--- src/hdl/bounded_random_from_lfsr_bank_top_macros.svh ---
// Assertion macros shared by the bounded random block.
`ifndef BOUNDED_RANDOM_FROM_LFSR_BANK_TOP_MACROS_SVH
`define BOUNDED_RANDOM_FROM_LFSR_BANK_TOP_MACROS_SVH

`ifndef SYNTHESIS
// Check a property on the rising clock edge, idle while reset is low.
`define BRLB_ASSERT_RST(label, clk, rst_n, prop) \
    label: assert property (@(posedge clk) disable iff (!rst_n) prop) \
        else $error("assertion failed");
// Check a property on the rising clock edge, also during reset.
`define BRLB_ASSERT_ALWAYS(label, clk, prop) \
    label: assert property (@(posedge clk) prop) \
        else $error("assertion failed");
`else
`define BRLB_ASSERT_RST(label, clk, rst_n, prop)
`define BRLB_ASSERT_ALWAYS(label, clk, prop)
`endif

`endif

--- src/hdl/brlb_pkg.sv ---
package brlb_pkg;

    localparam int NUM_SEQUENCES = 16;
    localparam int SEQ_W         = 31;
    localparam int VALUE_W       = 16;
    localparam int SEED_W        = 32;
    localparam int IDX_W         = (NUM_SEQUENCES > 1) ? $clog2(NUM_SEQUENCES) : 1;
    localparam int MAX_ROUNDS    = 256;
    localparam int ROUND_W       = $clog2(MAX_ROUNDS);

    localparam logic [31:0] LCG_MUL = 32'd2147437301;
    localparam logic [31:0] LCG_ADD = 32'd453816981;

    // Feedback taps of each sequence, one degree-31 primitive polynomial each
    localparam logic [31:0] FEEDBACK_POLY [16] = '{
        32'h00000004, 32'h00000007, 32'h00001084, 32'h00100807,
        32'h000A0054, 32'h0008401C, 32'h0000808E, 32'h00064402,
        32'h04020228, 32'h20081820, 32'h0201001A, 32'h04444444,
        32'h01042047, 32'h0060604C, 32'h02040166, 32'h0000585C
    };

    typedef enum logic {
        OP_GENERATE = 1'b0,
        OP_RESEED   = 1'b1
    } opcode_t;

    typedef enum logic [2:0] {
        ST_LOAD  = 3'b001,
        ST_IDLE  = 3'b010,
        ST_ROUND = 3'b100
    } state_t;

    // Commands from the controller to the datapath
    typedef struct packed {
        logic             capture;
        logic             load_en;
        logic [IDX_W-1:0] load_idx;
        logic             step_en;
        logic             out_load;
    } cmd_t;

    // Status from the datapath to the controller
    typedef struct packed {
        logic cand_ok;
    } status_t;

    // One step of the seeding recurrence, low 31 bits only
    function automatic logic [SEQ_W-1:0] lcg_next(input logic [SEQ_W-1:0] x);
        logic [SEQ_W-1:0] prod;
        prod = x * LCG_MUL[SEQ_W-1:0];
        return prod + LCG_ADD[SEQ_W-1:0];
    endfunction

    // Ones at and below the highest set bit, at least bit 0
    function automatic logic [VALUE_W-1:0] bit_mask(input logic [VALUE_W-1:0] v);
        logic [VALUE_W-1:0] m;
        m = v;
        m = m | (m >> 1);
        m = m | (m >> 2);
        m = m | (m >> 4);
        m = m | (m >> 8);
        return m | VALUE_W'(1);
    endfunction

endpackage

--- src/hdl/brlb_ctrl.sv ---
`include "bounded_random_from_lfsr_bank_top_macros.svh"

module brlb_ctrl (
    input  logic              aclk,
    input  logic              aresetn,
    input  logic              s_tvalid,
    output logic              s_tready,
    input  brlb_pkg::opcode_t opcode,
    output logic              m_tvalid,
    input  logic              m_tready,
    input  brlb_pkg::status_t status,
    output brlb_pkg::cmd_t    cmd
);
    import brlb_pkg::*;

    localparam logic [IDX_W-1:0]   IDX_LAST   = IDX_W'(NUM_SEQUENCES - 1);
    localparam logic [ROUND_W-1:0] ROUND_LAST = ROUND_W'(MAX_ROUNDS - 1);

    state_t             state_reg, state_next;
    logic [IDX_W-1:0]   idx_reg, idx_next;
    logic [ROUND_W-1:0] round_reg, round_next;
    logic               out_valid_reg, out_valid_next;
    logic               out_free;

    assign out_free = !out_valid_reg || m_tready;
    assign s_tready = (state_reg == ST_IDLE);
    assign m_tvalid = out_valid_reg;

    // Sequence the reseed sweep and the rejection rounds
    always_comb begin
        state_next     = state_reg;
        idx_next       = idx_reg;
        round_next     = round_reg;
        out_valid_next = out_valid_reg && !m_tready;
        cmd            = '0;
        cmd.load_idx   = idx_reg;
        unique case (state_reg)
            ST_LOAD: begin
                cmd.load_en = 1'b1;
                idx_next    = idx_reg + 1'b1;
                if (idx_reg == IDX_LAST) begin
                    state_next = ST_IDLE;
                end
            end
            ST_IDLE: begin
                if (s_tvalid) begin
                    cmd.capture = 1'b1;
                    if (opcode == OP_RESEED) begin
                        idx_next   = '0;
                        state_next = ST_LOAD;
                    end else begin
                        round_next = '0;
                        state_next = ST_ROUND;
                    end
                end
            end
            ST_ROUND: begin
                if (out_free) begin
                    cmd.step_en = 1'b1;
                    if (status.cand_ok || round_reg == ROUND_LAST) begin
                        cmd.out_load   = 1'b1;
                        out_valid_next = 1'b1;
                        state_next     = ST_IDLE;
                    end else begin
                        round_next = round_reg + 1'b1;
                    end
                end
            end
            default: begin
                state_next = ST_IDLE;
            end
        endcase
    end

    // Hold state; after reset run the sweep that seeds with zero
    always_ff @(posedge aclk) begin
        if (!aresetn) begin
            state_reg     <= ST_LOAD;
            idx_reg       <= '0;
            round_reg     <= '0;
            out_valid_reg <= 1'b0;
        end else begin
            state_reg     <= state_next;
            idx_reg       <= idx_next;
            round_reg     <= round_next;
            out_valid_reg <= out_valid_next;
        end
    end

    `BRLB_ASSERT_RST(a_load_into_free_slot, aclk, aresetn,
        cmd.out_load |-> (!out_valid_reg || m_tready))
    `BRLB_ASSERT_RST(a_load_shows_result, aclk, aresetn,
        cmd.out_load |=> out_valid_reg)
    `BRLB_ASSERT_RST(a_sweep_starts_at_zero, aclk, aresetn,
        (state_reg != ST_LOAD) ##1 (state_reg == ST_LOAD) |-> (idx_reg == '0))
    `BRLB_ASSERT_RST(a_round_ends_in_idle, aclk, aresetn,
        (state_reg == ST_ROUND) |=> (state_reg == ST_ROUND || state_reg == ST_IDLE))

endmodule

--- src/hdl/brlb_dp.sv ---
module brlb_dp (
    input  logic                          aclk,
    input  logic                          aresetn,
    input  logic [brlb_pkg::VALUE_W-1:0]  max_value,
    input  logic [brlb_pkg::SEED_W-1:0]   seed,
    input  brlb_pkg::cmd_t                cmd,
    output brlb_pkg::status_t             status,
    output logic [brlb_pkg::VALUE_W-1:0]  value
);
    import brlb_pkg::*;

    logic [SEQ_W-1:0]   seq_reg [NUM_SEQUENCES];
    logic [SEQ_W-1:0]   step_val [NUM_SEQUENCES];
    logic [SEQ_W-1:0]   lcg_reg;
    logic [SEQ_W-1:0]   lcg_val;
    logic [VALUE_W-1:0] max_reg;
    logic [VALUE_W-1:0] mask_reg;
    logic [VALUE_W-1:0] value_reg;
    logic [VALUE_W-1:0] cand;

    assign lcg_val = lcg_next(lcg_reg);

    // Form the candidate from the top bits and the stepped lanes
    always_comb begin
        cand = '0;
        for (int i = 0; i < NUM_SEQUENCES; i++) begin
            cand[i] = seq_reg[i][SEQ_W-1] & mask_reg[i];
            if (seq_reg[i][SEQ_W-1]) begin
                step_val[i] = {seq_reg[i][SEQ_W-2:0] ^ FEEDBACK_POLY[i][SEQ_W-2:0], 1'b1};
            end else begin
                step_val[i] = {seq_reg[i][SEQ_W-2:0], 1'b0};
            end
        end
    end

    assign status.cand_ok = (cand <= max_reg);
    assign value          = value_reg;

    // Seeding recurrence state; reset seeds with zero
    always_ff @(posedge aclk) begin
        if (!aresetn) begin
            lcg_reg <= '0;
        end else if (cmd.capture) begin
            lcg_reg <= seed[SEQ_W-1:0];
        end else if (cmd.load_en) begin
            lcg_reg <= lcg_val;
        end
    end

    // Capture the bound and the lanes it needs
    always_ff @(posedge aclk) begin
        if (cmd.capture) begin
            max_reg  <= max_value;
            mask_reg <= bit_mask(max_value);
        end
    end

    // Load one sequence per sweep cycle, or step the active lanes
    always_ff @(posedge aclk) begin
        for (int i = 0; i < NUM_SEQUENCES; i++) begin
            if (cmd.load_en && cmd.load_idx == IDX_W'(i)) begin
                seq_reg[i] <= lcg_val;
            end else if (cmd.step_en && mask_reg[i]) begin
                seq_reg[i] <= step_val[i];
            end
        end
    end

    // Register the result; fall back to the bound when rounds run out
    always_ff @(posedge aclk) begin
        if (cmd.out_load) begin
            value_reg <= status.cand_ok ? cand : max_reg;
        end
    end

endmodule

--- src/hdl/bounded_random_from_lfsr_bank_top.sv ---
// Bounded random value generator over a bank of sixteen 31-bit Galois
// shift-register sequences.
// Input channel (s_): tuser selects the operation, generate or reseed; tdata
// carries the bound and the seed. Reseed gives no result transfer, generate
// gives exactly one on the result channel (m_), a value in 0..bound.
// Generate: the transfer is taken, then rejection rounds run (all active
// sequences step together) until a candidate is in range or the rounds run
// out; about 2 rounds on average, at most 256. The result is in the output
// register in the cycle after the last round.
// Reseed: the transfer is taken, then the sixteen sequences are loaded, one
// sequence per cycle, limited by the single seeding multiplier.
// Reset: a sweep seeds the bank with zero; s_tready stays low during it.
// A stalled receiver holds the finished result in the output register; the next
// item is still taken, and its rounds, the first one included, wait until that
// register frees.
module bounded_random_from_lfsr_bank_top (
    input  logic        aclk,
    input  logic        aresetn,
    input  logic        s_tvalid,
    output logic        s_tready,
    input  logic [47:0] s_tdata,   // max_value[15:0], seed[47:16]
    input  logic [0:0]  s_tuser,   // opcode[0]
    output logic        m_tvalid,
    input  logic        m_tready,
    output logic [15:0] m_tdata    // value[15:0]
);
    import brlb_pkg::*;

    cmd_t    cmd;
    status_t status;
    opcode_t opcode;

    assign opcode = opcode_t'(s_tuser[0]);

    brlb_ctrl u_ctrl (
        .aclk     (aclk),
        .aresetn  (aresetn),
        .s_tvalid (s_tvalid),
        .s_tready (s_tready),
        .opcode   (opcode),
        .m_tvalid (m_tvalid),
        .m_tready (m_tready),
        .status   (status),
        .cmd      (cmd)
    );

    brlb_dp u_dp (
        .aclk      (aclk),
        .aresetn   (aresetn),
        .max_value (s_tdata[VALUE_W-1:0]),
        .seed      (s_tdata[VALUE_W+SEED_W-1:VALUE_W]),
        .cmd       (cmd),
        .status    (status),
        .value     (m_tdata)
    );

endmodule
--- config.mk ---
export PLATFORM = sky130hd
export DESIGN_NAME = bounded_random_from_lfsr_bank_top
export DESIGN_NICKNAME = d
export VERILOG_FILES = /design/src/hdl/brlb_pkg.sv /design/src/hdl/brlb_ctrl.sv /design/src/hdl/brlb_dp.sv /design/src/hdl/bounded_random_from_lfsr_bank_top.sv
export VERILOG_INCLUDE_DIRS = /design/src /design/src/hdl
export SDC_FILE = /design/constraint.sdc
export NUM_CORES = 1
export LEC_CHECK = 0
export BUFFER_PORTS_ARGS = -buffer_cell sky130_fd_sc_hd__buf_2
export CAP_MARGIN = 20
export CORE_MARGIN = 5
export CORE_UTILIZATION = 60
export DETAILED_ROUTE_END_ITERATION = 7
export PLACE_DENSITY_LB_ADDON = 0.2
export SLEW_MARGIN = 20
export SYNTH_ARGS = -nofsm -noshare
export SYNTH_HDL_FRONTEND = slang
export SYNTH_HIERARCHICAL = 1
export SYNTH_SLANG_ARGS = --single-unit
--- constraint.sdc ---
create_clock -name aclk -period 7.3 [get_ports aclk]
set_clock_uncertainty 0.1 [all_clocks]
set_input_delay 1.825 -clock aclk [delete_from_list [all_inputs] [get_ports aclk]]
set_output_delay 1.825 -clock aclk [all_outputs]
set_load 0.05 [all_outputs]
* After elaboration in Yosys (flattened, before gate mapping)
Memories as Yosys holds them, arrays and structs flattened.
Cells that the tools add are included.
** Operators by class
- Reduce and logical (&&, ||, !) cells :: 43
- Bitwise logic cells :: 51
- Equal/unequal tests :: 26
- Multipliers :: 1
- Mux-type cells :: 138
- Add/sub/neg operators :: 3
- Order comparisons :: 1
** Operators by type and width (number)
- 31-bit 2-to-1 mux :: 19
- 1-bit 2-to-1 mux :: 87
- 28-bit 2-to-1 mux :: 2
- 27-bit 2-to-1 mux :: 2
- 21-bit 2-to-1 mux :: 2
- 5-bit NOT :: 8
- 7-bit NOT :: 5
- 4-bit == test (second input constant) :: 8
- 1-bit logical AND :: 32
- 16-bit 2-to-1 mux :: 2
- 8-bit 2-to-1 mux :: 4
- 31-bit by 29-bit adder with 31-bit output (second input constant) :: 1
- 31-bit by 17-bit multiplier with 31-bit output (second input constant) :: 1
- 26-bit 2-to-1 mux :: 1
- 24-bit 2-to-1 mux :: 1
- 22-bit 2-to-1 mux :: 1
- 20-bit 2-to-1 mux :: 1
- 17-bit 2-to-1 mux :: 1
- 4-bit by 3-bit == test with 1-bit output (second input constant) :: 4
- 16-bit less-or-equal comparator :: 1
- 4-bit 2-to-1 mux :: 4
- 1-bit bitwise OR :: 16
- 16-bit by 12-bit bitwise OR with 16-bit output :: 1
- 16-bit by 14-bit bitwise OR with 16-bit output :: 1
- other kinds (28) :: 58
** Word-level totals
- Input port bits :: 53
- Output and inout port bits :: 18
- Flip-flop bits (word level) :: 94
- Memories :: 1
- Memory bits (writable) :: 496
- Word-level logic and storage cells :: 272
** Memories
- u_dp.seq_reg :: depth 16, bits a word 31, read ports 16, clocked after Yosys merged registers in 0, wr ports 16, RTL line brlb_dp.sv:12 : logic [SEQ_W-1:0] seq_reg [NUM_SEQUENCES];

* Logic depth before layout (Yosys ltp)
An unclocked memory read counts as a cell.
- Word-level depth :: 12
- Mapped depth :: 23
- Depth with buffers taken out :: 21

* Cells and area by module
The synthesis kept the hierarchy.
** Modules (own cells, without submodules)
- brlb_dp :: cells each 2887, seq. area each 16896.2 µm², area each 31923.1 µm², instances 1
- brlb_ctrl :: cells each 105, seq. area each 320.3 µm², area each 905.9 µm², instances 1

* Worst setup path before layout
OpenSTA, ideal clock, no wires.
- Kind :: register -> register
- Start :: register u_dp.lcg_reg[14]
- End :: memory u_dp.seq_reg[3][27], in the netlist u_dp/seq_reg[0][120] (data pin)
- Stages on the path, launching flop included :: 21
- Arrival :: 5893 ps
- Required time :: 6930 ps
- Setup slack :: 1036 ps
- Setup time :: 270 ps
- Buffers on the path :: 2
- Cells stage by stage :: dfxtp_1 > inv_1 > fa_1 > inv_1 > fa_1 > fa_1 > fa_1 > fa_1 > inv_1 > fa_1 > inv_1 > ha_1 > or4_1 > a211o_1 > a21oi_1 > a21boi_0 > or3_1 > and2_1 > clkbuf_1 > clkbuf_1 > a21oi_1
** RTL lines
- start: declaration :: RTL line brlb_dp.sv:14 : logic [SEQ_W-1:0] lcg_reg;
- start signal: assignment :: RTL line brlb_dp.sv:44 : lcg_reg <= seed[SEQ_W-1:0];
- start signal: assignment :: RTL line brlb_dp.sv:46 : lcg_reg <= lcg_val;
- end: declaration :: RTL line brlb_dp.sv:12

==> summary.txt <==
Floorplan
  – Die area: 59490 um2
  – # rows: 85
  – Die Wd: 243.9 um
  – Die Ht: ~240 um
  – Core area: 54030 um2
  – Number of placed I/O pins: about 70
  – Initial core utilization: 60.76%

Drt
  – Via count: around 22000
  – Drt pass-1 iters: 5
  – Drt total wl: 83460 um
  – First DRT Iteration DRCs: around 2200
  – Vias/cell: 5.917
  – Drt wl/cell: 22.04 um
  – Drc violations: 0
  – Post-route ant nets: 0

Timing
  – Final setup TNS: 0 ns
  – Final Hold Vio Count: 0
  – FMAX: 145.3 MHz
  – Worst Hold Slack: around 0.4 ns
  – Slew Viols, Final: 0
  – Worst-Margin Slew: ~1.2 ns
  – Final setup fails: 0
  – Crit share post-route: 94.26%
  – Final setup margin: roughly 0.42 ns
  – Unrepaired setup endpoints after global routing: false
  – Slew HR: 18.25%
  – Min Tclk post-route: between 6 and 7 ns

Setup path
  – Reg2Reg Capture Point: u_dp/seq_reg[0][154]
  – Critical Path RT: roughly 7.7 ns
  – Element type at the critical path end: flop
  – Flop2flop setup slack: 0.42 ns
  – Critical Path Fanout Max: 9
  – Crit Reg-Reg Startpoint: u_dp/lcg_reg[1]
  – Worst reg2reg path depth: 19
  – Startpoint type of the worst setup path: flop
  – Crit path from: u_dp/lcg_reg[1]
  – Worst Path Class, Setup: flop to flop
  – Data arrival, critical path: 7.29 ns

Global route
  – First-pass GRT wire length: 126900 um
  – Global route overflow: 0
  – Initial antenna violation count: 5
  – Largest net degree at the start of global routing: between 60 and 70
  – Vias in the first global route: between 20000 and 25000
  – Gr usage total: approximately 28%

Final layout
  – Ratio of cells with drive above 1 in the final layout: a little under an eighth
  – Area grow syn2layout: 11.55%
  – Final instance area: 36620 um2
  – Largest register FFs: 496
  – Nets@finish: about 3400

Placement
  – Pre-CTS WS: 0.5488 ns
  – Area of placed instances: 34430 um2
  – Port Buf Inserts: 69
  – DP Wirelength: 54270 um
  – RePlAce Congestion: roughly 0.93

Synthesis
  – Area leader, netlist: edfxtp_1
  – Synth top cells by count: 626 x nand2_1, 542 x edfxtp_1, 357 x o21ai_0, 285 x inv_1, 169 x fa_1
  – Post-synthesis cell type count: 61
  – Syn nets: approximately 3400
  – Most common cell in the synthesized netlist: nand2_1
  – Post-Synthesis Cells: 2992
  – Top FF cell, synth: edfxtp_1
  – Sequential-to-total area share from yosys stat: a little over half
  – Post-synthesis cell area: 32830 um2
  – Syn_area_per_cell: roughly 11 um2
  – Synthesis-stage register bit count: 589
  – Synth top area share: between 40% and 50%
  – Synthesis Warnings: 6
  – Asr flop ratio synth: 0%
  – EDFF count, synth: 542
  – Synth area leaders: edfxtp_1 50%, fa_1 10%, nand2_1 7.2%, ha_1 5.8%, o21ai_0 5.4%

Worst hold path
  – Type of the most critical hold path: flop to flop
  – Hold path cells: 1
  – Hold path start: u_ctrl/round_reg[7]
  – Hold Crit Endpoint: u_ctrl/round_reg[7]

Flow run
  – Max Cap Viol: 0

Clocking
  – Resize count post-CTS: 0
  – Clock Tree Buf Depth: 3
  – TritonCTS buffer count: 61
  – Clock latency on the worst-skew pair: between 0.6 and 0.7 ns
  – CTS Hold Bufs: 0
  – CTS tree: yes
  – Post-CTS Setup Inserts: 0
  – Root Buffer: clkbuf_16
  – H-tree depth: 2
  – CTS sink cnt: roughly 590
  – Clk pin slew, worst setup/hold paths: around 0.06 ns

Run status
  – Status: complete, no violations
[cells in the final DEF, fill, tap and decap left out, types with 6 or more instances in the layout]
master,count
clkbuf_8,12
ha_1,151
and3_1,7
nor3b_1,7
or3_1,7
a31oi_1,7
nand2_1,626
mux2i_1,7
edfxtp_1,542
fa_1,169
buf_2,69
a21oi_1,109
nor3_1,6
o211ai_1,9
o31a_1,6
dfxtp_1,47
buf_4,72
nor2b_1,14
and2_1,20
xor2_2,14
nand4_1,6
xnor2_2,9
o211a_1,22
a21oi_4,8
xnor2_1,53
o21a_1,6
inv_1,285
clkinv_2,8
nor2_1,93
o21ai_0,356
a21o_1,12
or2_2,7
a211o_1,11
clkbuf_1,12
mux2_2,45
xor2_1,53
nand3_1,35
clkbuf_16,62
[worst max path at each step]
stage | endpoint | slack, ns | cells past startpoint
floorplan | u_dp/seq_reg[0][120] | 1.04 | 20
global placement | u_dp/seq_reg[1][247] | 0.63 | 20
detailed placement | u_dp/seq_reg[0][154] | 0.55 | 20
CTS | u_dp/seq_reg[0][154] | 0.48 | 20
global route | u_dp/seq_reg[1][92] | 0.15 | 19
finish | u_dp/seq_reg[0][154] | 0.42 | 19
[final cells by class]
| type | instances | area [um2] |
|---|---|---|
| multi-input cells | 1947 | 14300 |
| clock buffers | 89 | 1777 |
| clock inverters | 27 | 327.8 |
| well taps | 696 | 870.8 |
| diodes | 5 | 12.51 |
| fillers | 3996 | 17410 |
| flip-flops and latches | 589 | 17220 |
| inverters | 286 | 1074 |
| repair buffers | 148 | 1044 |
[metrics by stage]
step,util (%),instances
floorplan,-,2992
global placement,63.67,3662
detailed placement,63.72,3663
CTS,67.62,3779
global route,67.76,3782
finish,67.78,3787
[cell families (layout without fill, tap and decap cells)]
group	count (synthesis)	in the layout	synth area share, %
xor+xnor	131	131	3.495
mux	52	52	1.757
flops	589	589	52.44
buf+inv	456	550	5.214
compound gates	588	588	10.15
simple gates	856	856	10.88
other cells	0	5	0
fa+ha+maj	320	320	16.06
[metal layers]
layer	GRT usage (%)	part of all wire, %	routed length, um	up-vias
met2	43.87	46	38470	1021
met5	0	0.016	13	-
met3	4.187	9.3	7731	173
met1	39.98	41	34530	10970
li1	-	-	-	10240
met4	8.596	3.3	2717	2
[critical path: stages, from the launching register on]
cell and delay [ns]:
dfxtp_1 0.65, inv_1 0.20, ha_1 0.46, fa_1 0.47, fa_1 0.51, fa_1 0.43, fa_1 0.49, inv_1 0.05
fa_1 0.47, inv_1 0.04, ha_1 0.42, a21oi_1 0.29, o21ai_0 0.17, a211oi_1 0.43, o211ai_1 0.22, a311o_1 0.35
xnor2_2 0.49, buf_4 0.30, nand2_1 0.08, nand2_1 0.11
Power is left out: the tool's default activity adds up to more than one toggle a clock period on the data nets, which glitch-free logic cannot reach.
